File: config.mk
export PLATFORM = sky130hd
export DESIGN_NAME = nested_comment_and_brace_text_scanner_top
export DESIGN_NICKNAME = d
export VERILOG_FILES = /design/src/hw/rtl/ncbts_pkg.sv /design/src/hw/rtl/nested_comment_and_brace_text_scanner_top.sv
export SDC_FILE = /design/constraint.sdc
export NUM_CORES = 1
export LEC_CHECK = 0
export BUFFER_PORTS_ARGS = -buffer_cell sky130_fd_sc_hd__buf_4
export CORE_MARGIN = 4
export CORE_UTILIZATION = 55
export DETAILED_ROUTE_END_ITERATION = 10
export PLACE_DENSITY = 0.81
export SLEW_MARGIN = 20
export SYNTH_ARGS = -nofsm -noshare
export SYNTH_HDL_FRONTEND = slang
export SYNTH_SLANG_ARGS = --single-unit
File: constraint.sdc
create_clock -name i_clk -period 4.4 [get_ports i_clk]
set_clock_uncertainty 0.15 [all_clocks]
set_input_delay 0.88 -clock i_clk [delete_from_list [all_inputs] [get_ports i_clk]]
set_output_delay 0.88 -clock i_clk [all_outputs]
set_load 0.01 [all_outputs]
File: src/hw/rtl/ncbts_pkg.sv
// shared types and constants for the nested comment and brace text scanner
// character codes, token kinds and stream widths; no dependencies
package ncbts_pkg;

    localparam int CHAR_W       = 21;
    localparam int MASK_W       = 4;
    localparam int OUT_LEN_W    = 16;
    localparam int KIND_W       = 2;
    localparam int IN_TDATA_W   = 32;
    localparam int IN_TUSER_W   = 1;
    localparam int OUT_TDATA_W  = 32;
    localparam int OUT_TUSER_W  = 3;

    typedef logic [CHAR_W-1:0]    t_char;
    typedef logic [MASK_W-1:0]    t_mask;
    typedef logic [KIND_W-1:0]    t_kind;
    typedef logic [OUT_LEN_W-1:0] t_out_len;

    localparam t_char CH_EOI    = 21'h00000;
    localparam t_char CH_TAB    = 21'h00009;
    localparam t_char CH_SPACE  = 21'h00020;
    localparam t_char CH_DQUOTE = 21'h00022;
    localparam t_char CH_SQUOTE = 21'h00027;
    localparam t_char CH_STAR   = 21'h0002A;
    localparam t_char CH_SLASH  = 21'h0002F;
    localparam t_char CH_BSLASH = 21'h0005C;
    localparam t_char CH_LBRACE = 21'h0007B;
    localparam t_char CH_RBRACE = 21'h0007D;

    localparam t_kind KIND_END     = 2'd0;
    localparam t_kind KIND_COMMENT = 2'd1;
    localparam t_kind KIND_TERM    = 2'd2;
    localparam t_kind KIND_MATH    = 2'd3;

    localparam int MASK_END_BIT  = 0;
    localparam int MASK_TERM_BIT = 2;
    localparam int MASK_MATH_BIT = 3;

endpackage

File: src/hw/rtl/nested_comment_and_brace_text_scanner_top.sv
// Scans a character stream for one token per scan: end of input, a nested slash-star
// comment, a closing-brace terminator or brace-balanced math text. One character is
// taken per clock cycle; the scan state updates in the same cycle and a result, when
// the character ends a scan, sits in the output register from the next cycle on. The
// input keeps taking characters while that result waits, unless the output register
// is full and not being drained, so the rate is one character per cycle. A transaction
// with tuser set starts a new scan and drops any unfinished one. Depths and counts
// saturate at 2^COUNT_WIDTH-1; reported lengths saturate at 65535.
// top level of the scanner; depends on ncbts_pkg
module nested_comment_and_brace_text_scanner_top #(
    parameter int COUNT_WIDTH = 16
) (
    input  logic                                i_clk,
    input  logic                                i_rst_n,
    input  logic                                s_axis_tvalid,
    output logic                                s_axis_tready,
    // character [20:0], valid_mask [24:21], zero [31:25]
    input  logic [ncbts_pkg::IN_TDATA_W-1:0]    s_axis_tdata,
    // first_of_scan [0]
    input  logic [ncbts_pkg::IN_TUSER_W-1:0]    s_axis_tuser,
    output logic                                m_axis_tvalid,
    input  logic                                m_axis_tready,
    // token_length [15:0], skipped_count [31:16]
    output logic [ncbts_pkg::OUT_TDATA_W-1:0]   m_axis_tdata,
    // accepted [0], token_kind [2:1]
    output logic [ncbts_pkg::OUT_TUSER_W-1:0]   m_axis_tuser
);

    import ncbts_pkg::*;

    localparam int CW = COUNT_WIDTH;
    localparam int WW = (CW > OUT_LEN_W) ? CW : OUT_LEN_W;

    typedef logic [CW-1:0] t_count;

    typedef enum logic [2:0] {
        PH_IDLE,
        PH_SKIP,
        PH_MATH,
        PH_COPEN,
        PH_CBODY
    } t_phase;

    function automatic t_count sat_inc(input t_count v);
        t_count res;
        res = (v == '1) ? v : v + t_count'(1);
        return res;
    endfunction

    function automatic t_out_len clamp_out(input t_count v);
        logic [WW-1:0] ext;
        t_out_len      res;
        ext = WW'(v);
        res = (ext > WW'(17'h0FFFF)) ? '1 : t_out_len'(ext);
        return res;
    endfunction

    t_phase   r_phase, n_phase;
    t_mask    r_allowed, n_allowed;
    t_count   r_cdepth, n_cdepth;
    t_count   r_bdepth, n_bdepth;
    logic     r_in_quote, n_in_quote;
    logic     r_quote_single, n_quote_single;
    logic     r_escape, n_escape;
    logic     r_star, n_star;
    logic     r_slash, n_slash;
    t_count   r_len, n_len;
    t_count   r_skip, n_skip;

    logic     r_out_valid;
    logic     r_out_acc;
    t_kind    r_out_kind;
    t_out_len r_out_len;
    t_out_len r_out_skip;

    t_char    in_char;
    t_mask    in_mask;
    logic     in_first;
    logic     in_fire;

    logic     emit;
    logic     res_acc;
    t_kind    res_kind;
    t_count   res_len;

    assign in_char  = s_axis_tdata[CHAR_W-1:0];
    assign in_mask  = s_axis_tdata[CHAR_W+MASK_W-1:CHAR_W];
    assign in_first = s_axis_tuser[0];

    assign s_axis_tready = !r_out_valid || m_axis_tready;
    assign in_fire       = s_axis_tvalid && s_axis_tready;

    always_comb begin
        t_phase b_phase;
        t_count b_cdepth;
        t_count b_bdepth;
        logic   b_in_quote;
        logic   b_quote_single;
        logic   b_escape;
        logic   b_star;
        logic   b_slash;
        t_count b_len;
        t_count b_skip;
        logic   do_term;
        logic   do_math;
        logic   do_last;
        logic   ended;
        logic   single;
        t_count dec;

        if (in_first) begin
            b_phase        = PH_IDLE;
            n_allowed      = in_mask;
            b_cdepth       = '0;
            b_bdepth       = '0;
            b_in_quote     = 1'b0;
            b_quote_single = 1'b0;
            b_escape       = 1'b0;
            b_star         = 1'b0;
            b_slash        = 1'b0;
            b_len          = '0;
            b_skip         = '0;
        end else begin
            b_phase        = r_phase;
            n_allowed      = r_allowed;
            b_cdepth       = r_cdepth;
            b_bdepth       = r_bdepth;
            b_in_quote     = r_in_quote;
            b_quote_single = r_quote_single;
            b_escape       = r_escape;
            b_star         = r_star;
            b_slash        = r_slash;
            b_len          = r_len;
            b_skip         = r_skip;
        end

        n_phase        = b_phase;
        n_cdepth       = b_cdepth;
        n_bdepth       = b_bdepth;
        n_in_quote     = b_in_quote;
        n_quote_single = b_quote_single;
        n_escape       = b_escape;
        n_star         = b_star;
        n_slash        = b_slash;
        n_len          = b_len;
        n_skip         = b_skip;

        emit     = 1'b0;
        res_acc  = 1'b0;
        res_kind = KIND_END;
        res_len  = '0;
        do_term  = in_first || (r_phase == PH_SKIP);
        do_math  = 1'b0;
        do_last  = 1'b0;
        ended    = 1'b0;
        single   = 1'b0;
        dec      = '0;

        // terminator stage, skip of blanks and math entry; otherwise the math and comment phases
        if (do_term) begin
            if (n_allowed[MASK_TERM_BIT] && (in_char == CH_SPACE || in_char == CH_TAB)) begin
                n_skip  = sat_inc(b_skip);
                n_phase = PH_SKIP;
            end else if (n_allowed[MASK_TERM_BIT] && in_char == CH_RBRACE) begin
                emit     = 1'b1;
                res_acc  = 1'b1;
                res_kind = KIND_TERM;
            end else if (n_allowed[MASK_MATH_BIT] && in_char != CH_RBRACE
                         && in_char != CH_EOI) begin
                n_phase = PH_MATH;
                do_math = 1'b1;
            end else begin
                do_last = 1'b1;
            end
        end else begin
            unique case (r_phase)
                PH_MATH: begin
                    do_math = 1'b1;
                end
                PH_COPEN: begin
                    if (in_char != CH_STAR) begin
                        emit = 1'b1;
                    end else begin
                        n_len    = sat_inc(b_len);
                        n_cdepth = t_count'(1);
                        n_star   = 1'b0;
                        n_slash  = 1'b0;
                        n_phase  = PH_CBODY;
                    end
                end
                PH_CBODY: begin
                    n_slash = 1'b0;
                    if (b_slash && in_char == CH_STAR) begin
                        n_cdepth = sat_inc(b_cdepth);
                        n_len    = sat_inc(b_len);
                    end else if (in_char == CH_EOI) begin
                        emit = 1'b1;
                    end else begin
                        n_len = sat_inc(b_len);
                        if (in_char == CH_STAR) begin
                            n_star = 1'b1;
                        end else if (in_char == CH_SLASH) begin
                            if (b_star) begin
                                n_star   = 1'b0;
                                dec      = (b_cdepth != '0) ? b_cdepth - t_count'(1) : '0;
                                n_cdepth = dec;
                                if (dec == '0) begin
                                    emit     = 1'b1;
                                    res_acc  = 1'b1;
                                    res_kind = KIND_COMMENT;
                                    res_len  = n_len;
                                end
                            end else begin
                                n_slash = 1'b1;
                            end
                        end else begin
                            n_star = 1'b0;
                        end
                    end
                end
                default: begin
                end
            endcase
        end

        // one character of math text
        if (do_math) begin
            n_escape = 1'b0;
            if (b_escape && in_char != CH_EOI) begin
                n_len = sat_inc(b_len);
            end else if (in_char == CH_EOI) begin
                emit     = 1'b1;
                res_acc  = 1'b1;
                res_kind = KIND_MATH;
                res_len  = b_len;
            end else begin
                if (in_char == CH_BSLASH) begin
                    n_escape = 1'b1;
                end else if (in_char == CH_DQUOTE || in_char == CH_SQUOTE) begin
                    single = (in_char == CH_SQUOTE);
                    if (b_in_quote && single == b_quote_single) begin
                        n_in_quote     = 1'b0;
                        n_quote_single = 1'b0;
                    end else if (!b_in_quote) begin
                        n_in_quote     = 1'b1;
                        n_quote_single = single;
                    end
                end else if (in_char == CH_LBRACE) begin
                    if (!b_in_quote) begin
                        n_bdepth = sat_inc(b_bdepth);
                    end
                end else if (in_char == CH_RBRACE && !b_in_quote) begin
                    if (b_bdepth == '0) begin
                        ended    = 1'b1;
                        emit     = 1'b1;
                        res_acc  = 1'b1;
                        res_kind = KIND_MATH;
                        res_len  = b_len;
                    end else begin
                        n_bdepth = b_bdepth - t_count'(1);
                    end
                end
                if (!ended) begin
                    n_len = sat_inc(b_len);
                end
            end
        end

        // end token, comment opener or rejection
        if (do_last) begin
            if (n_allowed[MASK_END_BIT] && in_char == CH_EOI) begin
                emit     = 1'b1;
                res_acc  = 1'b1;
                res_kind = KIND_END;
            end else if (in_char == CH_SLASH) begin
                n_len   = sat_inc(b_len);
                n_phase = PH_COPEN;
            end else begin
                emit = 1'b1;
            end
        end

        if (emit) begin
            n_phase = PH_IDLE;
        end
    end

    always_ff @(posedge i_clk) begin
        if (!i_rst_n) begin
            r_phase        <= PH_IDLE;
            r_allowed      <= '0;
            r_cdepth       <= '0;
            r_bdepth       <= '0;
            r_in_quote     <= 1'b0;
            r_quote_single <= 1'b0;
            r_escape       <= 1'b0;
            r_star         <= 1'b0;
            r_slash        <= 1'b0;
            r_len          <= '0;
            r_skip         <= '0;
            r_out_valid    <= 1'b0;
        end else begin
            if (in_fire) begin
                r_phase        <= n_phase;
                r_allowed      <= n_allowed;
                r_cdepth       <= n_cdepth;
                r_bdepth       <= n_bdepth;
                r_in_quote     <= n_in_quote;
                r_quote_single <= n_quote_single;
                r_escape       <= n_escape;
                r_star         <= n_star;
                r_slash        <= n_slash;
                r_len          <= n_len;
                r_skip         <= n_skip;
            end
            if (in_fire && emit) begin
                r_out_valid <= 1'b1;
            end else if (m_axis_tready) begin
                r_out_valid <= 1'b0;
            end
        end
        if (in_fire && emit) begin
            r_out_acc  <= res_acc;
            r_out_kind <= res_kind;
            r_out_len  <= clamp_out(res_len);
            r_out_skip <= clamp_out(n_skip);
        end
    end

    assign m_axis_tvalid = r_out_valid;
    assign m_axis_tdata  = {r_out_skip, r_out_len};
    assign m_axis_tuser  = {r_out_kind, r_out_acc};

endmodule

# Yosys cells after proc, flatten, opt, wreduce, memory -nomap -nowiden
# Cells that the tools add are included.
# word_totals
register_bits	112
inputBits	37
out_inout_bits	37
elab_cells	248
# classes
add_sub_neg	6
order_cmp	2
eq_ne	20
mux	179
n_reduce_logical	24
# ops
operator	count
16-bit two-way mux	54
21-bit by 6-bit == test with 1-bit output (second input constant)	5
1-bit two-way mux	95
16-bit by 1-bit adder with 16-bit output (second input constant)	4
16-bit == test (second input constant)	4
16-bit one-hot mux with 2 select lines	2
21-bit by 7-bit == test with 1-bit output (second input constant)	3
3-bit two-way mux	11
16-bit > comparator (second input constant)	2
16-bit logical NOT	2
16-bit by 1-bit subtractor with 16-bit output (second input constant)	2
2-bit two-way mux	13
21-bit by 4-bit == test with 1-bit output (second input constant)	1
21-bit logical NOT	1
21-bit by 6-bit != test with 1-bit output (second input constant)	1
21-bit by 7-bit != test with 1-bit output (second input constant)	1
21-bit nonzero test	1
16-bit nonzero test	1
1-bit logical AND	11
3-bit by 2-bit == test with 1-bit output (second input constant)	2
1-bit one-hot mux with 2 select lines	3
1-bit logical OR	4
4-bit two-way mux	1
3-bit by 1-bit == test with 1-bit output (second input constant)	1
5 further kinds	6

# Longest topological paths before layout
# depth
word_depth	25
ltp_mapped	15
depth_no_buf	12

# Least setup slack after synthesis
# OpenSTA, ideal clock, no wires.
# synth_path
kind	input-to-reg
startpoint	input port s_axis_tuser
endpoint	register r_out_acc, enable pin
setup_ps	396
t_arrival_ps	3910
required_time_ps	3854
path_slack_ps	-55
stages	13
path_buffers	3
cell_sequence	clkinv_1 -> clkbuf_1 -> clkbuf_1 -> nand2_1 -> ha_1 -> clkbuf_1 -> nor3_1 -> a31oi_1 -> nor4_1 -> a41o_1 -> nand4b_2 -> nand4_1 -> and2_1
# synth_via
elab_chain_cells	24
word_cells_on_any_way	52
cone_classes	add/sub: 1; mux: 37; reduce/logical: 14
# synth_lines
element	line_no	text
start, declared	nested_comment_and_brace_text_scanner_top.sv:20	input logic [ncbts_pkg::IN_TUSER_W-1:0] s_axis_tuser,
16-bit two-way mux	nested_comment_and_brace_text_scanner_top.sv:111	if (in_first) begin
16-bit by 1-bit subtractor with 16-bit output or 16-bit nonzero test (tied branches)	nested_comment_and_brace_text_scanner_top.sv:205	dec = (b_cdepth != '0) ? b_cdepth - t_count'(1) : '0;
16-bit two-way mux	nested_comment_and_brace_text_scanner_top.sv:205	
16-bit logical NOT	nested_comment_and_brace_text_scanner_top.sv:207	if (dec == '0) begin
1-bit two-way mux	nested_comment_and_brace_text_scanner_top.sv:207	
1-bit two-way mux	nested_comment_and_brace_text_scanner_top.sv:203	if (b_star) begin
1-bit two-way mux	nested_comment_and_brace_text_scanner_top.sv:202	end else if (in_char == CH_SLASH) begin
1-bit two-way mux	nested_comment_and_brace_text_scanner_top.sv:200	if (in_char == CH_STAR) begin
[... 8 more ...]	-	
1-bit two-way mux	nested_comment_and_brace_text_scanner_top.sv:237	if (in_char == CH_BSLASH) begin
1-bit two-way mux	nested_comment_and_brace_text_scanner_top.sv:231	end else if (in_char == CH_EOI) begin
1-bit two-way mux	nested_comment_and_brace_text_scanner_top.sv:229	if (b_escape && in_char != CH_EOI) begin
1-bit two-way mux	nested_comment_and_brace_text_scanner_top.sv:227	if (do_math) begin
1-bit two-way mux	nested_comment_and_brace_text_scanner_top.sv:275	end else if (in_char == CH_SLASH) begin
1-bit two-way mux	nested_comment_and_brace_text_scanner_top.sv:271	if (n_allowed[MASK_END_BIT] && in_char == CH_EOI) begin
1-bit two-way mux (*)	nested_comment_and_brace_text_scanner_top.sv:270	if (do_last) begin
1-bit logical AND (*)	nested_comment_and_brace_text_scanner_top.sv:322	if (in_fire && emit) begin
end signal, assigned	nested_comment_and_brace_text_scanner_top.sv:323	r_out_acc <= res_acc;
end, declared	nested_comment_and_brace_text_scanner_top.sv:71	logic r_out_acc;
# Every way passes the cells marked *; elsewhere a longest branch is shown, timed or not.
# A chain may end at the register's enable or synchronous reset.

# Final worst setup path
# layout_path
startpoint	input port s_axis_tuser
endpoint	register r_out_skip[12], enable pin
# layout_via
elab_chain_cells	24
word_cells_on_any_way	52
cone_classes	add/sub: 1; mux: 37; reduce/logical: 14
# layout_lines
element	line_no	text
16-bit two-way mux	nested_comment_and_brace_text_scanner_top.sv:111	
16-bit by 1-bit subtractor with 16-bit output or 16-bit nonzero test (tied branches)	nested_comment_and_brace_text_scanner_top.sv:205	
16-bit two-way mux	nested_comment_and_brace_text_scanner_top.sv:205	
16-bit logical NOT	nested_comment_and_brace_text_scanner_top.sv:207	
1-bit two-way mux	nested_comment_and_brace_text_scanner_top.sv:207	
1-bit two-way mux	nested_comment_and_brace_text_scanner_top.sv:203	
1-bit two-way mux	nested_comment_and_brace_text_scanner_top.sv:202	
1-bit two-way mux	nested_comment_and_brace_text_scanner_top.sv:200	
[... 8 more ...]	-	
1-bit two-way mux	nested_comment_and_brace_text_scanner_top.sv:237	
1-bit two-way mux	nested_comment_and_brace_text_scanner_top.sv:231	
1-bit two-way mux	nested_comment_and_brace_text_scanner_top.sv:229	
1-bit two-way mux	nested_comment_and_brace_text_scanner_top.sv:227	
1-bit two-way mux	nested_comment_and_brace_text_scanner_top.sv:275	
1-bit two-way mux	nested_comment_and_brace_text_scanner_top.sv:271	
1-bit two-way mux (*)	nested_comment_and_brace_text_scanner_top.sv:270	
1-bit logical AND (*)	nested_comment_and_brace_text_scanner_top.sv:322	
end signal, assigned	nested_comment_and_brace_text_scanner_top.sv:326	r_out_skip <= clamp_out(n_skip);
end, declared	nested_comment_and_brace_text_scanner_top.sv:74	t_out_len r_out_skip;
# Marked as above.

==> impl_results.md <==
* Top post-synthesis cells by area: dfxtp_1 (19%), edfxtp_1 (13%), nand2_1 (6.0%)
* Most common cell after layout, fill and taps aside: nand2_1
* CTS root buf: clkbuf_16
* Minimum clock period at 3.79 ns
* CTS Buf Count at 9
* Routability cong. at 1.02
* Maximum VDD drop at 0.000174 V
* Fillers at 1312
* P_leak at 3.16 nW
* Worst skew pair latency at approximately 0.36 ns
* Final Hold Vio Count at 0
* TNS Setup at 0 ns
* Nets at 1115
* Element type at the critical path start: input port
* WP data arrival at 3.69 ns
* Post-synth EDFFs at 35
* DP HPWL at 16.3 mm
* # setup viols final at 0
* Footprint of the multi-input gates at 5160 um^2
* Via-to-Cell Ratio at 6.65
* Mean post-synth cell area at 7.73 um^2
* Status: completed
* Synth-to-layout area growth at 11.6%
* Fmax at 0.264 GHz
* Die X at 129 um
* Vias at 8382
* Largest net degree at the start of global routing at 104
* Main synth FF type: dfxtp_1
* Antenna-violating nets left at 0
* First-pass detailed-route iteration total at 6
* Sequential area share after synthesis at about a third
* # IOs at 74
* CP required at 4.30 ns
* Initial Util at between 50% and 60%
* Syn. warnings at 0
* Longest Clk Path Bufs at 2
* Critical path type: input port to flip-flop
* Area leader, netlist: dfxtp_1
* DR WL/cell at 18.7 um
* Syn_nets at 1088
* CTS tree: yes
* Residual DRC at 0
* Slew margin rel. at a little under a third
* Total Routed Length at 23.5 mm
* Die ar. at 16700 um^2
* Synth Instances at approximately 1000
* Final slew viol count at 0
* Count of state elements after synthesis at 111
* # H-tree levels at 3
* RSZ-0062 raised after global routing: false
* CORE AREA at around 14000 um^2
* Dpl cells at 1244
* Asr flop ratio synth at 0%
* FF+latch area at 2570 um^2
* First-pass GRT wire length at 38.2 mm
* CP Max Fanout at 35
* PortBufs at 65
* Post-CTS Setup Inserts at 0
* CP endpoint kind: flip-flop
* Mapped Area at 8070 um^2
* Antenna violations before repair at 0
* Post-synth cell types at 87
* Post-cts resize count at 0
* Share of post-route cells with drive strength above 1 at 13.4%
* Least-Margin Pin Slew at 1.03 ns
* Diodes inserted at 0
* Max Cap Violations at 0
* Post-route insts no fill at 1260
* Die Ht at 129 um
* Commonest non-fill, non-tap cells in the layout: nand2_1 (128), buf_4 (89), nor2_1 (88), o21ai_0 (83), dfxtp_1 (76)
* Hold WC Path Type: flip-flop to flip-flop
* Clock Sink Count at 111
* Initial drt markers at 1100
* Power Density at 242 nW/um^2
* Synth top area share at 18.9%
* Core Rows at 44
* Fin crit share at 86.2%
* Vias in the first global route at between 7000 and 8000
* Hold buffer count at CTS at 0
* GRT Total Usage at 28.1%
* Clock Pin Slew Worst Setup and Hold Paths at approximately 0.070 ns
* Total gr overflow at 0
-- metal layers --
layer / up-vias / wire length, um / track usage (%) / part of all wire (%)
met5: - / 0 / 0 / 0
met1: 3931 / 10000 / 38.4 / 43
met2: 445 / 10700 / 43.8 / 45
met4: 0 / 711 / 11.7 / 3.0
li1: 3941 / - / - / -
met3: 65 / 2090 / 5.36 / 8.9
-- report_power, final --
part	internal, mW	switching, mW	total [mW]
Clock	0.388	0.390	0.778
Sequential	1.08	0.0197	1.10
Combinational	0.113	0.193	0.306
Total	1.58	0.603	2.18
-- worst paths after layout --
| path | from | to | slack (ns) | cells past startpoint |
|---|---|---|---|---|
| worst max-delay path | s_axis_tuser | r_out_skip[12] | 0.61 | 11 |
| worst min-delay path | r_allowed[0] | r_allowed[0] | 0.32 | 2 |
| worst max register to register | r_cdepth[2] | r_out_len[10] | 1.09 | 7 |
| worst min register to register | r_allowed[0] | r_allowed[0] | 0.32 | 2 |
-- per-stage QoR --
step / hold slack (ns) / worst slack (ns) / power (mW) / cell area [um^2] / utilization (%)
2_1_floorplan: 0.284 / 0.310 / 1.30 / 8070 / -
6_report: 0.324 / 0.609 / 2.18 / 9010 / 62.2
3_3_place_gp: 0.290 / 0.186 / 1.41 / 8720 / 60.2
5_1_grt: 0.358 / 0.451 / 2.26 / 9010 / 62.2
4_1_cts: 0.329 / 0.387 / 2.19 / 8990 / 62.1
3_5_place_dp: 0.318 / 0.0254 / 1.42 / 8720 / 60.2
-- sequential cells by signal, indices dropped and copies added, names as in the netlist, 2 cells and up --
name,flops
r_allowed,3
r_bdepth,16
r_cdepth,16
r_len,16
r_out_kind,2
r_out_len,16
r_out_skip,16
r_phase,3
r_skip,16
-- logic make-up after synthesis --
kind of cell             count (synthesis)  share of synthesized area, %
buffers and inverters                   87                          4.37
XOR/XNOR                                35                          3.80
adder cells (fa/ha/maj)                  7                          1.09
flip-flops                             111                          31.9
multiplexers                            11                          1.46
AO/OA/AOI/OAI                          292                          24.9
AND/OR/NAND/NOR                        501                          32.5
-- final cells by class --
type                    count  share of cell area [%]
clock buffers              10                    2.54
clock inverters             6                   0.472
inverters                  11                   0.458
multi-input cells         846                    57.3
flip-flops and latches    111                    28.6
well taps                 184                    2.56
repair buffers             92                    8.09
-- worst max-delay path, cell delays in order --
cell	delay, ns
buf_4	0.12
clkinv_1	0.29
nand2_1	0.28
ha_1	0.21
nor4b_1	0.29
a41oi_1	0.28
o31a_1	0.42
o22a_1	0.33
nand4_1	0.16
and2_2	0.18
buf_12	0.22
-- synthesized netlist by cell type (19+ instances only) --
cell type,n
nand4_1,20
nand3_1,53
edfxtp_1,35
dfxtp_1,76
nor4_1,19
clkbuf_1,58
a21oi_1,37
nor2_1,89
nor3_1,41
nor2b_1,37
o21ai_0,84
and2_1,22
nand2_1,128
No activity file was read; power rests on OpenSTA's default activity.
